File: src/rtl/core/periodic_image_radius_pair_filter_defines.svh
// Assertion macros shared by the periodic image radius pair filter RTL
`ifndef PERIODIC_IMAGE_RADIUS_PAIR_FILTER_DEFINES_SVH
`define PERIODIC_IMAGE_RADIUS_PAIR_FILTER_DEFINES_SVH

// Same-cycle implication, sampled on clk, off while rst_n is low.
`define PIRPF_ASSERT_IMP(lbl, ante, cons, msg) \
    lbl: assert property (@(posedge clk) disable iff (!rst_n) (ante) |-> (cons)) \
        else $error(msg);

// Next-cycle implication, sampled on clk, off while rst_n is low.
`define PIRPF_ASSERT_NXT(lbl, ante, cons, msg) \
    lbl: assert property (@(posedge clk) disable iff (!rst_n) (ante) |=> (cons)) \
        else $error(msg);

`endif

File: src/rtl/core/pirpf_pkg.sv
// Shared types, constants and helpers of the periodic image radius pair filter
package pirpf_pkg;

    localparam int COORD_WIDTH_DEF = 24;
    localparam int MAX_IMAGES_DEF  = 16;

    localparam int IMG_W      = 4;
    localparam int SLOT_W     = 4;
    localparam int PAIR_W     = 20;
    localparam int SHIFT_W    = 2;
    localparam int DIST_W     = 48;
    localparam int CFG_IDX_W  = 3;
    localparam int CFG_DATA_W = 48;

    // Cell matrix entries per image and the fetch counter that walks them
    localparam int SLOT_COUNT = 9;
    localparam int FCNT_W     = 4;
    localparam int ROW_W      = 2;
    localparam logic [ROW_W-1:0] ROW_LAST = 2'd2;

    // Per-axis magnitude is clamped at 2^CLAMP_BITS before squaring
    localparam int CLAMP_BITS = 24;
    localparam int SQ_W       = 2 * (CLAMP_BITS + 1);

    localparam logic KIND_LOAD = 1'b0;
    localparam logic KIND_PAIR = 1'b1;

    localparam logic [CFG_IDX_W-1:0] CFG_RADIUS = 3'd0;
    localparam logic [CFG_IDX_W-1:0] CFG_MIN    = 3'd1;
    localparam logic [CFG_IDX_W-1:0] CFG_REPS_X = 3'd2;
    localparam logic [CFG_IDX_W-1:0] CFG_REPS_Y = 3'd3;
    localparam logic [CFG_IDX_W-1:0] CFG_REPS_Z = 3'd4;

    typedef enum logic [2:0] {
        ST_IDLE,
        ST_FETCH,
        ST_ISSUE,
        ST_WAIT,
        ST_JUDGE,
        ST_FLUSH
    } state_t;

    // Control flags of one row issue handed to the square-accumulate unit
    typedef struct packed {
        logic vld;
        logic first;
        logic last;
    } sqacc_ctl_t;

    function automatic logic signed [SHIFT_W-1:0] rep_low(input logic r);
        return r ? -2'sd1 : 2'sd0;
    endfunction

    function automatic logic signed [SHIFT_W-1:0] rep_high(input logic r);
        return r ? 2'sd1 : 2'sd0;
    endfunction

endpackage

File: src/rtl/core/pirpf_sqacc.sv
// Shared row unit: offset add, clamp, square and accumulate over three rows
module pirpf_sqacc #(
    parameter int COORD_WIDTH = pirpf_pkg::COORD_WIDTH_DEF
) (
    input  logic                            clk,
    input  logic                            rst_n,
    input  pirpf_pkg::sqacc_ctl_t           ctl,
    input  logic signed [COORD_WIDTH:0]     base,
    input  logic signed [COORD_WIDTH-1:0]   cell_a,
    input  logic signed [COORD_WIDTH-1:0]   cell_b,
    input  logic signed [COORD_WIDTH-1:0]   cell_c,
    input  logic signed [pirpf_pkg::SHIFT_W-1:0] rep_i,
    input  logic signed [pirpf_pkg::SHIFT_W-1:0] rep_j,
    input  logic signed [pirpf_pkg::SHIFT_W-1:0] rep_k,
    output logic [pirpf_pkg::SQ_W-1:0]      sum,
    output logic                            done
);
    import pirpf_pkg::*;

    // base + three scaled cells stays below 2.5 * 2^CW in magnitude
    localparam int DW    = COORD_WIDTH + 3;
    localparam int MAG_W = (DW > CLAMP_BITS + 1) ? DW : CLAMP_BITS + 1;
    localparam int CW_B  = CLAMP_BITS + 1;
    localparam logic [MAG_W-1:0] CLAMP_LIM = MAG_W'(1) << CLAMP_BITS;

    sqacc_ctl_t           a_ctl_reg;
    sqacc_ctl_t           b_ctl_reg;
    logic signed [DW-1:0] d_reg;
    logic [SQ_W-1:0]      sq_reg;
    logic [SQ_W-1:0]      acc_reg;
    logic                 done_reg;

    logic signed [DW-1:0] sc_a;
    logic signed [DW-1:0] sc_b;
    logic signed [DW-1:0] sc_c;
    logic signed [DW-1:0] d_next;
    logic [DW-1:0]        mag;
    logic [MAG_W-1:0]     mag_ext;
    logic [CW_B-1:0]      mag_c;

    // Repetition is -1, 0 or +1: negate, zero or pass the cell entry
    always_comb
    begin
        sc_a = (rep_i == '0) ? '0 : (rep_i[SHIFT_W-1] ? -DW'(cell_a) : DW'(cell_a));
        sc_b = (rep_j == '0) ? '0 : (rep_j[SHIFT_W-1] ? -DW'(cell_b) : DW'(cell_b));
        sc_c = (rep_k == '0) ? '0 : (rep_k[SHIFT_W-1] ? -DW'(cell_c) : DW'(cell_c));
        d_next = DW'(base) + sc_a + sc_b + sc_c;
    end

    always_comb
    begin
        mag     = d_reg[DW-1] ? DW'(-d_reg) : DW'(d_reg);
        mag_ext = MAG_W'(mag);
        mag_c   = (mag_ext > CLAMP_LIM) ? CW_B'(CLAMP_LIM) : CW_B'(mag_ext);
    end

    always_ff @(posedge clk or negedge rst_n)
    begin
        if (!rst_n)
        begin
            a_ctl_reg <= '0;
            b_ctl_reg <= '0;
            done_reg  <= 1'b0;
        end
        else
        begin
            a_ctl_reg <= ctl;
            b_ctl_reg <= a_ctl_reg;
            done_reg  <= b_ctl_reg.vld && b_ctl_reg.last;
        end
    end

    always_ff @(posedge clk)
    begin
        if (ctl.vld)
        begin
            d_reg <= d_next;
        end
        if (a_ctl_reg.vld)
        begin
            sq_reg <= SQ_W'(mag_c) * SQ_W'(mag_c);
        end
        if (b_ctl_reg.vld)
        begin
            acc_reg <= b_ctl_reg.first ? sq_reg : acc_reg + sq_reg;
        end
    end

    assign sum  = acc_reg;
    assign done = done_reg;

endmodule
File: config.mk
export PLATFORM = sky130hd
export DESIGN_NAME = pirpf_sqacc
export DESIGN_NICKNAME = d
export VERILOG_FILES = /design/src/rtl/core/periodic_image_radius_pair_filter_defines.svh /design/src/rtl/core/pirpf_pkg.sv /design/src/rtl/core/pirpf_sqacc.sv
export SDC_FILE = /design/constraint.sdc
export NUM_CORES = 2
export LEC_CHECK = 0
export ABC_CLOCK_PERIOD_IN_PS = 20800
export BUFFER_PORTS_ARGS = -buffer_cell sky130_fd_sc_hd__buf_2
export CORE_MARGIN = 10
export CORE_UTILIZATION = 40
export DETAILED_ROUTE_END_ITERATION = 10
export MAX_ROUTING_LAYER = met4
export SETUP_SLACK_MARGIN = 0.15
export SYNTH_ARGS = -nofsm -noshare
export SYNTH_HDL_FRONTEND = slang
export SYNTH_SLANG_ARGS = --single-unit
File: constraint.sdc
create_clock -name clk -period 20.8 [get_ports clk]
set_clock_uncertainty 0.1 [all_clocks]
set_input_delay 1.04 -clock clk [delete_from_list [all_inputs] [get_ports clk]]
set_output_delay 1.04 -clock clk [all_outputs]
set_load 0.1 [all_outputs]
# After elaboration in Yosys (flattened, before gate mapping)
# Cells that the tools add are included.
[totals]
ff_bits = 134
in_bits = 108
output_inout_bits = 51
wordCells = 33
[op_classes]
addsub = 8
mul = 1
n_lt_le_gt_ge = 1
n_mux = 9
reduce_logical = 4
[ops]
columns = ["op", "count"]
rows = [
  ["27-bit two-way mux", 7],
  ["27-bit negation", 4],
  ["27-bit adder", 2],
  ["50-bit adder", 1],
  ["25-bit by 25-bit multiplier with 50-bit output", 1],
  ["50-bit two-way mux", 1],
  ["25-bit by 27-bit adder with 27-bit output", 1],
  ["27-bit by 25-bit greater-than comparator with 1-bit output (second input constant)", 1],
  ["25-bit two-way mux", 1],
  ["2-bit zero test", 3],
  ["1-bit logical AND", 1],
]

# Longest topological paths before layout
[depth]
depth_word = 6
depth_mapped = 42
ltp_nobuf = 38

# Worst setup path before layout
# OpenSTA, ideal clock, no wires.
[synth_timing]
path_kind = "register to register"
startpoint = "register d_reg[0]"
endpoint = "register sq_reg[48], data pin"
arrival_ns = 9.303
required_ns = 20.435
slack_ns = 11.132
stages_incl_launch_ff = 39
synth_period_minus_slack_ns = 9.668
cell_sequence = "edfxtp_1 > clkbuf_1 > inv_1 > ha_1 > nand2b_1 > clkbuf_1 > or4_1 > o31ai_4 > xor2_2 > nand3_1 > or4_1 > o21a_1 > buf_6 > or2_1 > buf_6 > inv_4 > buf_8 > nand2_1 > (+3 left out) > fa_1 > fa_1 > fa_1 > fa_1 > inv_1 > fa_1 > inv_1 > ha_1 > a21o_1 > a21o_1 > a221o_1 > a21oi_1 > a2bb2oi_1 > o221ai_1 > a31o_2 > a21oi_1 > o21ai_0 > xor2_1"
[synth_via]
elab_chain_cells = 5
[synth_lines]
columns = ["element", "line_no", "text"]
rows = [
  ["from (decl)", "pirpf_sqacc.sv:28", "logic signed [DW-1:0] d_reg;"],
  ["from (signal assigned)", "pirpf_sqacc.sv:77", "d_reg <= d_next;"],
  ["27-bit negation", "pirpf_sqacc.sv:52", "mag = d_reg[DW-1] ? DW'(-d_reg) : DW'(d_reg);"],
  ["27-bit two-way mux *", "pirpf_sqacc.sv:52", ""],
  ["27-bit by 25-bit greater-than comparator with 1-bit output", "pirpf_sqacc.sv:54", "mag_c = (mag_ext > CLAMP_LIM) ? CW_B'(CLAMP_LIM) : CW_B'(mag_ext);"],
  ["25-bit two-way mux *", "pirpf_sqacc.sv:54", ""],
  ["25-bit by 25-bit multiplier with 50-bit output *", "pirpf_sqacc.sv:81", "sq_reg <= SQ_W'(mag_c) * SQ_W'(mag_c);"],
  ["to (signal assigned)", "pirpf_sqacc.sv:81", ""],
  ["to (decl)", "pirpf_sqacc.sv:29", "logic [SQ_W-1:0] sq_reg;"],
]
# Mark *: on every way between the ends. The rest lies on a longest branch, timed or not.
# A chain may end at the register's enable or synchronous reset.

# Final worst setup path
[layout_timing]
startpoint = "register d_reg[7]"
endpoint = "register sq_reg[48], data pin"
# The elaborated chain is that of the path after synthesis.

==> results.cfg <==
[timing]
worst_slew_pin_slew_ns = 1.35
setup_viol = 0
drv_slew = 0
relSlewSlack_pct = 9.72
hold_violations = 0
setup-tns-final_ns = 0
max_freq_mhz = 83.5
finalCritPeriodShare_pct = 57.6
grt_setup_unrepaired = no
min_period_ns = 11.97

[cells_and_area]
multiInputGateArea_mm2 = 0.0227
utilization_pct = 44.0
drive_gt1_share_pct = 7.73
seqCellArea_mm2 = 0.00396
largest_reg_flops = 50
area_growth_pct = 9.17
fillers = 7199
nets = 4313

[floorplan]
dieArea_mm2 = 0.0847
coreArea_mm2 = 0.0730
placementRows = 99
floorplan.initialDensity_pct = 40.3
pin_count = 159
die_width_um = 291
dieHeight_um = 291

[critical_path]
critical_path_arrival_ns = 12.09
worst_setup_path_endpoint = sq_reg[48]
cp-end-kind = register
r2r_start = d_reg[7]
critPathLaunch = d_reg[7]
crit_required_ns = 20.92
critPathSlowestCell = o21ai_1
ff2ff_setup_slack_ns = 8.83
reg2reg_to = sq_reg[48]
ff2ff_path_depth = 34
crit_type = reg -> reg
start_kind = register
path_max_fanout = 12
critPathMaxStageDelay_ns = 0.71

[route]
ant_nets = 0
drc = 0
routedWlPerCell_um = 18.9
dr_total_vias = 22600
first_iter_violations = 1598
routed_wl_mm = 83.1
vias_per_cell = 5.14
dr.pass1.iters = 7

[clocking]
cts_setup_buffers = 0
hold_buffers = 0
numCtsBuffers = 17
clockBufferDepth = 2
cts_root_buf = clkbuf_16
cts_max_level = 4
tritoncts = yes
clk_latency_ns = 0.48
cts_resized = 0
clkTransAtPathRegs_ns = 0.07
clkSinkCount = 133

[synth]
synth_edf_count = 126
synth-main-ff-cell = edfxtp_1
async_reset_ff_share_pct = 5.26
synth_top_cell_by_area = fa_1
synth-compound-area-share_pct = 11.3
syn_inst = 3249
synth_area_leaders = fa_1 35%, edfxtp_1 13%, ha_1 11%
synth_top_family_by_area = adder cells
netlist_area_mm2 = 0.0294
yosysUniqueCellTypes = 86
synth_seq_area_share_pct = 13.5
ys_warn_count = 0
synth_fa_ha_area_share_pct = 46.4
synth_seq_cells = 133
synth_mux_area_share_pct = 0.328
avgSynthCellArea_um2 = 9.05
synth_top_area_share_pct = 35.3
synth-xor-area-share_pct = 6.03
synthSimpleGateAreaFrac_pct = 12.7

[global_route]
grt_pass1_wl_mm = 133
grt_pass1_vias = 23700
grtUsageMet1_pct = 25.7
grt_use_met2_pct = 33.4
grtUsageTotal_pct = 20.4
grt-ovfl-total = 0
globalRoute.busiestLayer = met2
gr-usage-met3_pct = 3.36
grt_max_degree = 101
antenna_found_initial = 1

[worst_hold_path]
holdCritPathClass = reg -> reg

[placement]
place.gp.congestion = 1.00
port_buffers = 158
hpwl_mm = 72.0

[job]
drv_cap = 0

[run_status]
status = finished clean
-- Yosys cell counts, types with 11 or more instances --
| library cell | number |
|---|---|
| nand4_1 | 15 |
| o21ai_0 | 184 |
| clkbuf_1 | 55 |
| nor2b_1 | 18 |
| edfxtp_1 | 126 |
| xnor2_1 | 120 |
| nand2b_1 | 16 |
| xor2_1 | 76 |
| o31ai_1 | 21 |
| fa_1 | 518 |
| and3_1 | 16 |
| or3_1 | 25 |
| and2_1 | 13 |
| a22o_1 | 11 |
| nor3_1 | 41 |
| nand2_1 | 345 |
| a21oi_1 | 123 |
| nor4_1 | 14 |
| nor2_1 | 257 |
| ha_1 | 260 |
| o21a_1 | 12 |
| inv_1 | 692 |
| a21o_1 | 72 |
| nand3_1 | 34 |
| o21bai_1 | 13 |
-- layout make-up --
type                    instances  share of cell area, %
multi-input cells            2383                   70.6
well taps                     959                   3.74
clock inverters                15                  0.499
flip-flops and latches        133                   12.3
clock buffers                  17                   1.33
diodes                          1                0.00780
repair buffers                192                   3.26
inverters                     700                   8.20
-- cell families (layout without fill, tap and decap cells) --
logic type	Yosys count	after routing
AOI/OAI and AO/OA	527	527
xor gates and xnor gates	199	199
adders and majority gates	778	778
buffers and inverters	765	924
DFF	133	133
muxes	9	9
other	2	35
and+or+nand+nor	836	836
-- metrics by stage --
| stage | cell area (um^2) | hold slack [ns] | setup slack (ns) | std cells |
|---|---|---|---|---|
| floorplan | 29500 | 0.231 | 11.13 | 3281 |
| global placement | 31500 | 0.234 | 9.23 | 4367 |
| detailed placement | 31500 | 0.242 | 8.98 | 4367 |
| CTS | 32100 | 0.251 | 8.97 | 4399 |
| global route | 32100 | 0.260 | 8.31 | 4400 |
| finish | 32100 | 0.252 | 8.83 | 4400 |
-- worst min path at each step --
stage / start / cells past startpoint / to / slack [ns]
3_5_place_dp: a_ctl_reg[0] / 0 / b_ctl_reg[0] / 0.24
5_1_grt: a_ctl_reg[0] / 0 / b_ctl_reg[0] / 0.26
3_3_place_gp: a_ctl_reg[1] / 0 / b_ctl_reg[1] / 0.23
2_1_floorplan: a_ctl_reg[0] / 0 / b_ctl_reg[0] / 0.23
6_report: a_ctl_reg[0] / 0 / b_ctl_reg[0] / 0.25
4_1_cts: rst_n / 1 / a_ctl_reg[0] / 0.25
-- routing by layer --
layer	routed length (um)	share of wire (%)
met3	5230	6.3
met4	2350	2.8
met1	36300	44
met5	0	0
met2	39200	47
-- worst max-delay path: cells and delay by family, from the launching register on --
family                   cells  cell delay (ns)
AO/OA/AOI/OAI                7             2.26
XOR/XNOR                     2             0.75
adder cells (fa/ha/maj)      8             3.83
buffers and inverters        8             1.07
flip-flops                   1             0.49
AND/OR/NAND/NOR              9             3.24
-- cell usage in the layout (no fill, tap or decap), types with 17 or more instances in the layout --
cell and n:
ha_1 260, a21o_1 72, buf_2 158, buf_4 34
clkbuf_16 17, xor2_1 76, nor3_1 41, nor2b_1 18
or3_1 25, o31ai_1 21, nor2_1 257, a21oi_1 123
conb_1 34, fa_1 518, xnor2_1 118, inv_1 692
nand3_1 34, nand2_1 345, o21ai_0 184, edfxtp_1 126
Power is not shown: default switching activity piles up to over one toggle a cycle in this logic, so the estimate is an artifact.
